### src/design/rwrc_pkg.sv
package rwrc_pkg;

	localparam int RING_DEPTH = 64;
	localparam int SEQ_W = 32;
	localparam int AW = (RING_DEPTH > 1) ? $clog2(RING_DEPTH) : 1;
	localparam int CW = $clog2(RING_DEPTH + 1);

	typedef enum logic {
		REQ_CHECK  = 1'b0,
		REQ_COMMIT = 1'b1
	} req_t;

	typedef enum logic [1:0] {
		ST_IDLE,
		ST_EVAL,
		ST_SCAN,
		ST_DONE
	} state_t;

	// Commands from the controller to the datapath.
	typedef struct packed {
		logic take;       // capture the incoming sequence number
		logic write;      // commit it into the ring
		logic rd_oldest;  // read the slot at the write pointer
		logic scan_start; // read slot zero and start the duplicate scan
		logic scan_step;  // read the next slot of the scan
		logic res_load;   // load the verdict register
		logic res_val;    // verdict to load
		logic out_load;   // move the verdict into the output register
	} cmd_t;

	// Status from the datapath to the controller.
	typedef struct packed {
		logic seq_zero;
		logic seq_later;
		logic ring_full;
		logic ring_empty;
		logic seq_older;
		logic hit;
		logic scan_done;
	} sts_t;

endpackage

### src/design/replay_window_ring_check.sv
// A commit word loads its verdict as it is accepted and goes to delivery; a
// check word is judged against the latest number and the oldest slot, then,
// unless an early exit applies, scans the filled entries for a duplicate. A
// new word is taken in the cycle after the previous result is loaded into the
// output register; the single ring read port sets the one-entry-per-cycle scan.
// Reset (arst_n low) clears pointer, fill count, latest number and output valid.
module replay_window_ring_check import rwrc_pkg::*; (
	input  logic             clk,
	input  logic             arst_n,
	input  logic             in_valid,
	output logic             in_ready,
	input  logic             req_type,
	input  logic [SEQ_W-1:0] sequence_number,
	output logic             out_valid,
	input  logic             out_ready,
	output logic             rejected
);

	// The controller sequences one word at a time: accept, judge a check against
	// the latest number and the oldest slot, then, unless that settles it, scan the
	// filled slots one per cycle for a duplicate. The verdict sits in an output
	// register, so a new word can be accepted while a finished one waits there.
	cmd_t cmd;
	sts_t sts;

	rwrc_ctrl u_ctrl (
		.clk       (clk),
		.arst_n    (arst_n),
		.in_valid  (in_valid),
		.in_ready  (in_ready),
		.req_type  (req_type),
		.out_valid (out_valid),
		.out_ready (out_ready),
		.sts       (sts),
		.cmd       (cmd)
	);

	// The datapath holds the ring memory, the write pointer, the fill count,
	// the latest committed number and the serial comparators.
	rwrc_dp u_dp (
		.clk             (clk),
		.arst_n          (arst_n),
		.sequence_number (sequence_number),
		.cmd             (cmd),
		.sts             (sts),
		.rejected        (rejected)
	);

endmodule

### src/design/rwrc_ctrl.sv
module rwrc_ctrl import rwrc_pkg::*; (
	input  logic clk,
	input  logic arst_n,
	input  logic in_valid,
	output logic in_ready,
	input  logic req_type,
	output logic out_valid,
	input  logic out_ready,
	input  sts_t sts,
	output cmd_t cmd
);

	state_t state_q, state_d;
	logic   out_valid_q;
	logic   out_free;

	assign out_free  = !out_valid_q || out_ready;
	assign out_valid = out_valid_q;
	assign in_ready  = (state_q == ST_IDLE);

	always_comb begin
		state_d = state_q;
		case (state_q)
			ST_IDLE: begin
				if (in_valid) begin
					state_d = (req_type == REQ_COMMIT) ? ST_DONE : ST_EVAL;
				end
			end
			ST_EVAL: begin
				if (sts.seq_zero || sts.seq_later || (sts.ring_full && sts.seq_older) ||
				    sts.ring_empty) begin
					state_d = ST_DONE;
				end else begin
					state_d = ST_SCAN;
				end
			end
			ST_SCAN: begin
				if (sts.hit || sts.scan_done) begin
					state_d = ST_DONE;
				end
			end
			ST_DONE: begin
				if (out_free) begin
					state_d = ST_IDLE;
				end
			end
			default: state_d = ST_IDLE;
		endcase
	end

	always_comb begin
		cmd = '0;
		case (state_q)
			ST_IDLE: begin
				if (in_valid) begin
					cmd.take      = 1'b1;
					cmd.rd_oldest = 1'b1;
					if (req_type == REQ_COMMIT) begin
						cmd.write    = 1'b1;
						cmd.res_load = 1'b1;
						cmd.res_val  = 1'b0;
					end
				end
			end
			ST_EVAL: begin
				if (sts.seq_zero) begin
					cmd.res_load = 1'b1;
					cmd.res_val  = 1'b1;
				end else if (sts.seq_later) begin
					cmd.res_load = 1'b1;
					cmd.res_val  = 1'b0;
				end else if (sts.ring_full && sts.seq_older) begin
					cmd.res_load = 1'b1;
					cmd.res_val  = 1'b1;
				end else if (sts.ring_empty) begin
					cmd.res_load = 1'b1;
					cmd.res_val  = 1'b0;
				end else begin
					cmd.scan_start = 1'b1;
				end
			end
			ST_SCAN: begin
				if (sts.hit) begin
					cmd.res_load = 1'b1;
					cmd.res_val  = 1'b1;
				end else if (sts.scan_done) begin
					cmd.res_load = 1'b1;
					cmd.res_val  = 1'b0;
				end else begin
					cmd.scan_step = 1'b1;
				end
			end
			ST_DONE: begin
				cmd.out_load = out_free;
			end
			default: cmd = '0;
		endcase
	end

	always_ff @(posedge clk or negedge arst_n) begin
		if (!arst_n) begin
			state_q     <= ST_IDLE;
			out_valid_q <= 1'b0;
		end else begin
			state_q <= state_d;
			if (cmd.out_load) begin
				out_valid_q <= 1'b1;
			end else if (out_ready) begin
				out_valid_q <= 1'b0;
			end
		end
	end

	// A waiting word is never overwritten.
	assert property (@(posedge clk) disable iff (!arst_n)
		cmd.out_load |-> (!out_valid_q || out_ready))
		else $error("output word overwritten before it was taken");

	// A commit goes straight to delivery.
	assert property (@(posedge clk) disable iff (!arst_n)
		(in_valid && in_ready && req_type == REQ_COMMIT) |=> (state_q == ST_DONE))
		else $error("commit did not go straight to delivery");

	// The scan only runs over a ring that holds entries.
	assert property (@(posedge clk) disable iff (!arst_n)
		(state_q == ST_SCAN) |-> !sts.ring_empty)
		else $error("duplicate scan over an empty ring");

endmodule

### src/design/rwrc_dp.sv
module rwrc_dp import rwrc_pkg::*; (
	input  logic             clk,
	input  logic             arst_n,
	input  logic [SEQ_W-1:0] sequence_number,
	input  cmd_t             cmd,
	output sts_t             sts,
	output logic             rejected
);

	logic [SEQ_W-1:0] ring_mem [RING_DEPTH];
	logic [SEQ_W-1:0] rd_data_q;
	logic [SEQ_W-1:0] seq_q;
	logic [SEQ_W-1:0] latest_q;
	logic [AW-1:0]    wp_q;
	logic [CW-1:0]    fill_q;
	logic [CW-1:0]    scan_cnt_q;
	logic             res_q;
	logic             rejected_q;
	logic [AW-1:0]    rd_addr;
	logic [SEQ_W-1:0] d_new;
	logic [SEQ_W-1:0] d_lat;
	logic [SEQ_W-1:0] d_old;

	always_comb begin
		rd_addr = wp_q;
		if (cmd.rd_oldest) begin
			rd_addr = wp_q;
		end else if (cmd.scan_start) begin
			rd_addr = '0;
		end else if (cmd.scan_step) begin
			rd_addr = scan_cnt_q[AW-1:0];
		end
	end

	always_ff @(posedge clk) begin
		if (cmd.take && cmd.write) begin
			ring_mem[wp_q] <= sequence_number;
		end
		rd_data_q <= ring_mem[rd_addr];
	end

	// Serial differences: incoming against latest on commit, captured against
	// latest and against the oldest slot on check.
	assign d_new = sequence_number - latest_q;
	assign d_lat = seq_q - latest_q;
	assign d_old = seq_q - rd_data_q;

	always_ff @(posedge clk or negedge arst_n) begin
		if (!arst_n) begin
			wp_q       <= '0;
			fill_q     <= '0;
			latest_q   <= '0;
			scan_cnt_q <= '0;
		end else begin
			if (cmd.take && cmd.write) begin
				wp_q <= (wp_q == AW'(RING_DEPTH - 1)) ? '0 : wp_q + 1'b1;
				if (fill_q != CW'(RING_DEPTH)) begin
					fill_q <= fill_q + 1'b1;
				end
				if ((d_new != '0) && !d_new[SEQ_W-1]) begin
					latest_q <= sequence_number;
				end
			end
			if (cmd.scan_start) begin
				scan_cnt_q <= CW'(1);
			end else if (cmd.scan_step) begin
				scan_cnt_q <= scan_cnt_q + 1'b1;
			end
		end
	end

	always_ff @(posedge clk) begin
		if (cmd.take) begin
			seq_q <= sequence_number;
		end
		if (cmd.res_load) begin
			res_q <= cmd.res_val;
		end
		if (cmd.out_load) begin
			rejected_q <= res_q;
		end
	end

	assign sts.seq_zero   = (seq_q == '0);
	assign sts.seq_later  = (d_lat != '0) && !d_lat[SEQ_W-1];
	assign sts.ring_full  = (fill_q == CW'(RING_DEPTH));
	assign sts.ring_empty = (fill_q == '0);
	assign sts.seq_older  = d_old[SEQ_W-1];
	assign sts.hit        = (rd_data_q == seq_q);
	assign sts.scan_done  = (scan_cnt_q == fill_q);
	assign rejected       = rejected_q;

	assert property (@(posedge clk) disable iff (!arst_n)
		fill_q <= CW'(RING_DEPTH))
		else $error("fill count above ring depth");

	assert property (@(posedge clk) disable iff (!arst_n)
		scan_cnt_q <= fill_q)
		else $error("scan ran past the filled entries");

	assert property (@(posedge clk) disable iff (!arst_n)
		(cmd.take && cmd.write && fill_q != CW'(RING_DEPTH)) |=>
		(fill_q == $past(fill_q) + 1'b1))
		else $error("commit did not grow the fill count");

endmodule
### config.mk
export PLATFORM = sky130hd
export DESIGN_NAME = replay_window_ring_check
export DESIGN_NICKNAME = d
export VERILOG_FILES = /design/src/design/rwrc_pkg.sv /design/src/design/replay_window_ring_check.sv /design/src/design/rwrc_ctrl.sv /design/src/design/rwrc_dp.sv
export SDC_FILE = /design/constraint.sdc
export NUM_CORES = 2
export LEC_CHECK = 0
export BUFFER_PORTS_ARGS = -buffer_cell sky130_fd_sc_hd__buf_2
export CAP_MARGIN = 10
export CORE_ASPECT_RATIO = 1.2
export CORE_MARGIN = 2
export CORE_UTILIZATION = 45
export DETAILED_ROUTE_END_ITERATION = 16
export MAX_ROUTING_LAYER = met4
export PLACE_DENSITY_LB_ADDON = 0.05
export SKIP_LAST_GASP = 1
export SYNTH_ARGS = -nofsm -noshare
export SYNTH_HDL_FRONTEND = slang
export SYNTH_SLANG_ARGS = --single-unit
### constraint.sdc
create_clock -name clk -period 14.5 [get_ports clk]
set_clock_uncertainty 0.05 [all_clocks]
set_input_delay 1.45 -clock clk [delete_from_list [all_inputs] [get_ports clk]]
set_output_delay 1.45 -clock clk [all_outputs]
set_load 0.01 [all_outputs]
## Word level (Yosys, flattened, before mapping)

Memories as Yosys holds them, arrays and structs flattened. A register that Yosys moved wholly into a read port is not among the register bits.
Index checks and enable logic that the tools add are counted.

| cells by class | value |
|---|---|
| reductions and logical operators | 22 |
| $add $sub $neg | 6 |
| mux-type cells | 37 |
| equal/unequal tests | 11 |

Operator list:

| kind | number |
|---|---|
| $sub 32x32->32 | 3 |
| $reduce_bool 32->1 | 2 |
| $eq 32x32->1 | 1 |
| $logic_not 32->1 | 1 |
| $mux 2 | 12 |
| $mux 6 | 4 |
| $mux 1 | 15 |
| $add 7x1->7 const B | 2 |
| $mux 7 | 2 |
| $pmux 2 s4 | 1 |
| $eq 7x7->1 | 1 |
| $eq 7x7->1 const B | 1 |
| $logic_not 7->1 | 1 |
| $ne 7x7->1 const B | 1 |
| $add 6x1->6 const B | 1 |
| $eq 6x6->1 const B | 1 |
| $mux 3 | 2 |
| $pmux 2 s3 | 1 |
| $logic_or 1x1->1 | 5 |
| $eq 2x2->1 const B | 2 |
| $logic_and 1x1->1 | 4 |
| $ne 2x1->1 const B | 2 |
| $reduce_and 2->1 | 2 |
| $reduce_bool 2->1 | 2 |
| other kinds (5) | 7 |

| storage, ports and cells | value |
|---|---|
| RAM bits | 2,048 |
| word-level logic and storage cells | 86 |
| output and inout bits | 3 |
| bits in registers | 89 |
| memories | 1 |

Memories:

| memory | words | bits a word | rd ports | clocked after memory_dff | write ports | RTL line | RTL |
|---|---|---|---|---|---|---|---|
| u_dp.ring_mem | 64 | 32 | 1 | 1 | 1 | rwrc_dp.sv:10 | `logic [SEQ_W-1:0] ring_mem [RING_DEPTH];` |

## Logic depth before layout (Yosys ltp)

| depth | value |
|---|---|
| word-level depth | 8 |
| depth in mapped cells | 23 |
| gate-level depth less buffers | 18 |

## By module

From an unflattened synthesis, not the netlist that was laid out.

| second synthesis, totals | value |
|---|---|
| cell total of the unflattened synthesis | 4,799 |
| area, all modules | 88,615.0 um^2 |

Modules (own cells, without submodules):

| module | times used | area each (um^2) | cells an instance | seq. area each (um^2) |
|---|---|---|---|---|
| rwrc_dp | 1 | 88,294.7 | 4,760 | 64,461.8 |
| rwrc_ctrl | 1 | 320.3 | 39 | 75.1 |

## Least setup slack after synthesis

No wires, ideal clock.

| path | value |
|---|---|
| path type | input to register |
| start | input sequence_number[1] |
| end | register u_dp.latest_q[22] |
| stages | 18 |
| arrival | 5.640 ns |
| slack | 8.685 ns |
| data required time | 14.325 ns |
| path through | ha_1 nor2b_1 o21a_1 o21ai_0 a31oi_1 nor2_1 o311ai_0 a41oi_1 o21ai_0 a31o_2 mux2_2 nor4_1 nand4_1 a2111oi_0 or3_1 clkbuf_1 buf_2 mux2_2 |

| between the ends | value |
|---|---|
| word-level cells in the longest chain between the ends | 4 |
| elaborated cells between the ends (all ways) | 5 |
| those cells by class | add/sub: 1; reduce/logical: 4 |

Ends and longest elaborated chain:

| what | RTL line | RTL |
|---|---|---|
| start, declared | replay_window_ring_check.sv:13 | `input logic [SEQ_W-1:0] sequence_number,` |
| $sub 32x32->32 * | rwrc_dp.sv:44 | `assign d_new = sequence_number - latest_q;` |
| $reduce_bool 32->1 or $logic_not 1->1 (tied branches) | rwrc_dp.sv:60 | `if ((d_new != '0) && !d_new[SEQ_W-1]) begin` |
| $logic_and 1x1->1 * | rwrc_dp.sv:60 |  |
| $reduce_and 2->1 (no source line) * | n/a |  |
| end signal, assigned | rwrc_dp.sv:61 | `latest_q <= sequence_number;` |
| end, declared | rwrc_dp.sv:13 | `logic [SEQ_W-1:0] latest_q;` |

Every way passes the cells marked *; elsewhere a longest branch is shown, timed or not.
A chain may end at the register's enable or synchronous reset.

## Worst setup path in the final report

| path | value |
|---|---|
| start | register u_dp.seq_q[25] |
| end | register u_dp.rd_data_q[28] (read register of u_dp.ring_mem) |

| between the ends | value |
|---|---|
| word-level cells in the longest chain between the ends | 8 |
| elaborated cells between the ends (all ways) | 17 |
| those cells by class | add/sub: 2; eq/ne: 1; mux: 9; reduce/logical: 5 |

Ends and longest elaborated chain:

| what | RTL line | RTL |
|---|---|---|
| start, declared | rwrc_dp.sv:12 | `logic [SEQ_W-1:0] seq_q;` |
| start signal, assigned | rwrc_dp.sv:74 | `seq_q <= sequence_number;` |
| $sub 32x32->32, on equally long branches | rwrc_dp.sv:45, rwrc_dp.sv:46 |  |
| $reduce_bool 32->1 (tied with other cells) | rwrc_dp.sv:85 | `assign sts.seq_later = (d_lat != '0) && !d_lat[SEQ_W-1];` |
| $logic_and 1x1->1 or $mux 1 (tied branches) | rwrc_dp.sv:85, rwrc_ctrl.sv:72 |  |
| $mux 1 | rwrc_ctrl.sv:69 | `end else if (sts.seq_later) begin` |
| $mux 1 | rwrc_ctrl.sv:66 | `if (sts.seq_zero) begin` |
| $mux 1 | rwrc_ctrl.sv:53 | `case (state_q)` |
| $mux 6 * | rwrc_dp.sv:28 | `end else if (cmd.scan_start) begin` |
| $mux 6 * | rwrc_dp.sv:26 | `if (cmd.rd_oldest) begin` |
| end, declared | rwrc_dp.sv:11 | `logic [SEQ_W-1:0] rd_data_q;` |

Marks and branches as above.

==> flow_metrics.env <==
export IMPL_via_count=57767
export IMPL_wirelength_um=319000
export IMPL_yosys_most_used_dff="edfxtp_1"
export IMPL_power_density_nw_per_um2=229
export IMPL_via_per_inst=6.20
export IMPL_cts_tree="built"
export IMPL_status="complete, no violations"
export IMPL_cp_end_kind="flop"
export IMPL_yosysSeqAreaShare=0.720
export IMPL_drt_first_iter_violations=7180
export IMPL_drive_gt1_frac=0.123
export IMPL_rows=179
export IMPL_dpl_hpwl_um=190000
export IMPL_grt_ovfl_total=0
export IMPL_slew_headroom=0.164
export IMPL_min_period_over_period=0.596
export IMPL_yosys_top_cells_area="edfxtp_1, nand2_1, mux2i_1, nand3_1, dfrtp_1"
export IMPL_min_delay_start="u_dp.latest_q[23]"
export IMPL_p_leak_nw=33.6
export IMPL_crit_buf_inv=1
export IMPL_crit_arrival_ns=9.33
export IMPL_netlist_area_um2=89600
export IMPL_max_freq_mhz=116
export IMPL_clk_pin_slew_worst_paths_ns=0.06
export IMPL_portBuffers=39
export IMPL_vdd_ir_drop_max_v=0.000291
export IMPL_startpoint_type="flop"
export IMPL_placed_cells=8897
export IMPL_rsz0062_at_grt="false"
export IMPL_period_minus_slack_ns=8.64
export IMPL_synth_top_cell_area_share=0.698
export IMPL_synth_most_common_cell="edfxtp_1"
export IMPL_path_class="reg2reg"
export IMPL_wire_per_inst_um=34.3
export IMPL_holdPathStages=1
export IMPL_clk_path_buf_depth=3
export IMPL_syn_nets=6524
export IMPL_r2r_cells=16
export IMPL_dieArea_um2=203000
export IMPL_power_mw=23.1
export IMPL_crit_path_top_delay_cell="o221ai_1"
export IMPL_track_usage=0.320
export IMPL_min_to="u_dp.latest_q[23]"
export IMPL_post_cts_buffers=0
export IMPL_clock_latency_ns=0.89
export IMPL_htreeDepth=4
export IMPL_fin_tns_setup_ns=0
export IMPL_ios=40
export IMPL_crit_fanout=104
export IMPL_layout_setup_ws_ns=5.86
export IMPL_r2r_start="u_dp.seq_q[25]"
export IMPL_timing_rr_end="u_dp.rd_data_q[28]"
export IMPL_cpPeakStageDelay_ns=0.92
export IMPL_first_pass_iters=6
export IMPL_final_nets=6631
export IMPL_areaGrowthSynthToFinish_pct=12.4
export IMPL_ctsResizeCount=0
export IMPL_core_area_um2=198000
export IMPL_postSynthCellCount=6384
export IMPL_crit_family="compound AO/OA/AOI/OAI gates"
export IMPL_synth_async_sr_flop_share=0.0254
export IMPL_drc_errors=0
export IMPL_ant_nets=0
export IMPL_crit_chain="ha_1 > a21o_1 > o21ai_0 > nand4_1 > or4_1 > or4_1 > a2111oi_2 > o2111ai_1 > nor4b_2 > a21o_4 > a21o_4 > buf_12 > nand3_2 > o221ai_1 > o211ai_1 > a32o_1"
export IMPL_yosysTopAreaCell="edfxtp_1"
export IMPL_dp_slack_ns=6.20
export IMPL_fp_dieW_um=411
export IMPL_fp_dieH_um=493
export IMPL_antenna_found_initial=30
export IMPL_hp_class="reg2reg"
export IMPL_ys_seq_elements=2169
export IMPL_grt_pass1_wl_um=439000
export IMPL_synth_cell_types=97
export IMPL_synth_avg_cell_area_um2=14.0
export IMPL_grt_max_degree=136
export IMPL_worst_pin_slew_ns=1.25
export IMPL_synth_common_cells="edfxtp_1, nand2_1, nand3_1"
export IMPL_slew_viol_final=0
export IMPL_synth_warnings=0
export IMPL_postCtsHoldBufs=0
export IMPL_drv_cap=0
export IMPL_rrSetupSlack_ns=5.86
export IMPL_cts_sinks=2169
export IMPL_finalNonFillerCells=9312
export IMPL_setup_viol=0
export IMPL_cts_root_buf="clkbuf_16"
export IMPL_required_ns=15.20
export IMPL_cts_made_buffers=216
export IMPL_place_congestion=0.918
export IMPL_hold_viol=0
export IMPL_synth_edf_count=2082
export IMPL_first_global_vias=54330
export IMPL_start_util=0.453
-- worst reg2reg max path: stages (launching register included) --
cell       delay, ns
edfxtp_1        0.45
ha_1            0.39
a21o_1          0.22
o21ai_0         0.46
nand4_1         0.16
or4_1           0.41
or4_1           0.54
a2111oi_2       0.29
o2111ai_1       0.28
nor4b_2         0.70
a21o_4          0.42
a21o_4          0.56
buf_12          0.43
nand3_2         1.08
o221ai_1        0.92
o211ai_1        0.62
a32o_1          0.51
-- sequential cells by signal, summed over array words and instances (netlist names) --
register          count
u_dp.scan_cnt_q       7
u_ctrl.out_valid      1
u_ctrl.state_q        2
u_dp.rejected         1
u_dp.rd_data_q       32
u_dp.ring_mem      2048
u_dp.wp_q             6
u_dp.seq_q           32
u_dp.latest_q        32
u_dp.res_q            1
u_dp.fill_q           7
-- worst max path at each step --
stage | startpoint | endpoint | slack [ns] | cells after the start
floorplan | sequence_number[1] | u_dp.latest_q[22] | 8.69 | 18
global placement | u_dp.seq_q[25] | u_dp.rd_data_q[21] | 5.60 | 15
detailed placement | u_dp.seq_q[25] | u_dp.rd_data_q[28] | 6.20 | 16
CTS | u_dp.seq_q[25] | u_dp.rd_data_q[28] | 6.18 | 16
global route | u_dp.seq_q[5] | u_dp.rd_data_q[17] | 6.03 | 18
finish | u_dp.seq_q[25] | u_dp.rd_data_q[28] | 5.86 | 16
-- report_power, final --
group	leakage [nW]	switching (mW)	total [mW]	internal, mW
clock	3.33	2.44	5.48	3.04
combinational	10.6	7.46	10.5	3.00
sequential	19.7	0.140	7.16	7.02
-- cells in the final DEF, fill, tap and decap left out, types with 46 or more instances in the layout --
master,Yosys,routed
o221ai_1,124,124
o21ai_0,85,84
clkinv_1,2,51
a211oi_1,48,46
nor2_4,0,67
ha_1,101,101
a31oi_1,177,174
dfrtp_1,55,55
nor3_1,119,119
nand2_1,1114,1110
inv_1,87,87
mux2_2,95,95
buf_4,27,232
o22ai_1,78,78
nor2_1,237,171
nand3_1,451,449
a21oi_1,150,149
o211ai_1,47,47
clkbuf_16,0,219
edfxtp_1,2082,2082
mux2i_1,373,373
clkbuf_1,170,52
-- routing by layer --
metal  vias up  routed length (um)  global-route usage  share of wire
met5         -                   0                   -              0
met4         0               12700               0.116          0.040
met3       433               23200              0.0419          0.073
met2      2631              153000               0.507           0.48
met1     30042              130000               0.424           0.41
li1      24661                   -                   -              -
-- kinds of logic (layout without fill, tap and decap cells) --
group           count (synthesis)  count (layout)  share of synthesized area
mux                           469             469                     0.0537
other cells                     0              17                          0
simple gates                 2111            2111                      0.103
flops                        2169            2169                      0.720
buf+inv                       482             769                     0.0247
fa+ha+maj                     103             103                     0.0145
compound gates                999             999                     0.0792
xor+xnor                       51              51                    0.00498
-- cell type report --
cell class                      count  area, um^2
Multi-Input combinational cell   3733       23600
Clock buffer                      276        5740
Timing Repair Buffer              281        2150
Tap cell                         2624        3280
Fill cell                       16928       97200
Antenna cell                       17        42.5
Sequential cell                  2169       64500
Clock inverter                    122        1040
Inverter                           90         338
-- per-stage QoR --
| stage | hold WS (ns) | instance area [um^2] | util |
|---|---|---|---|
| finish | 0.456 | 101000 | 0.509 |
| global route | 0.473 | 101000 | 0.509 |
| CTS | 0.457 | 101000 | 0.509 |
| detailed placement | 0.443 | 93900 | 0.474 |
| global placement | 0.437 | 93800 | 0.474 |
| floorplan | 0.350 | 89600 | - |
Power figures use the tool's default switching activity.
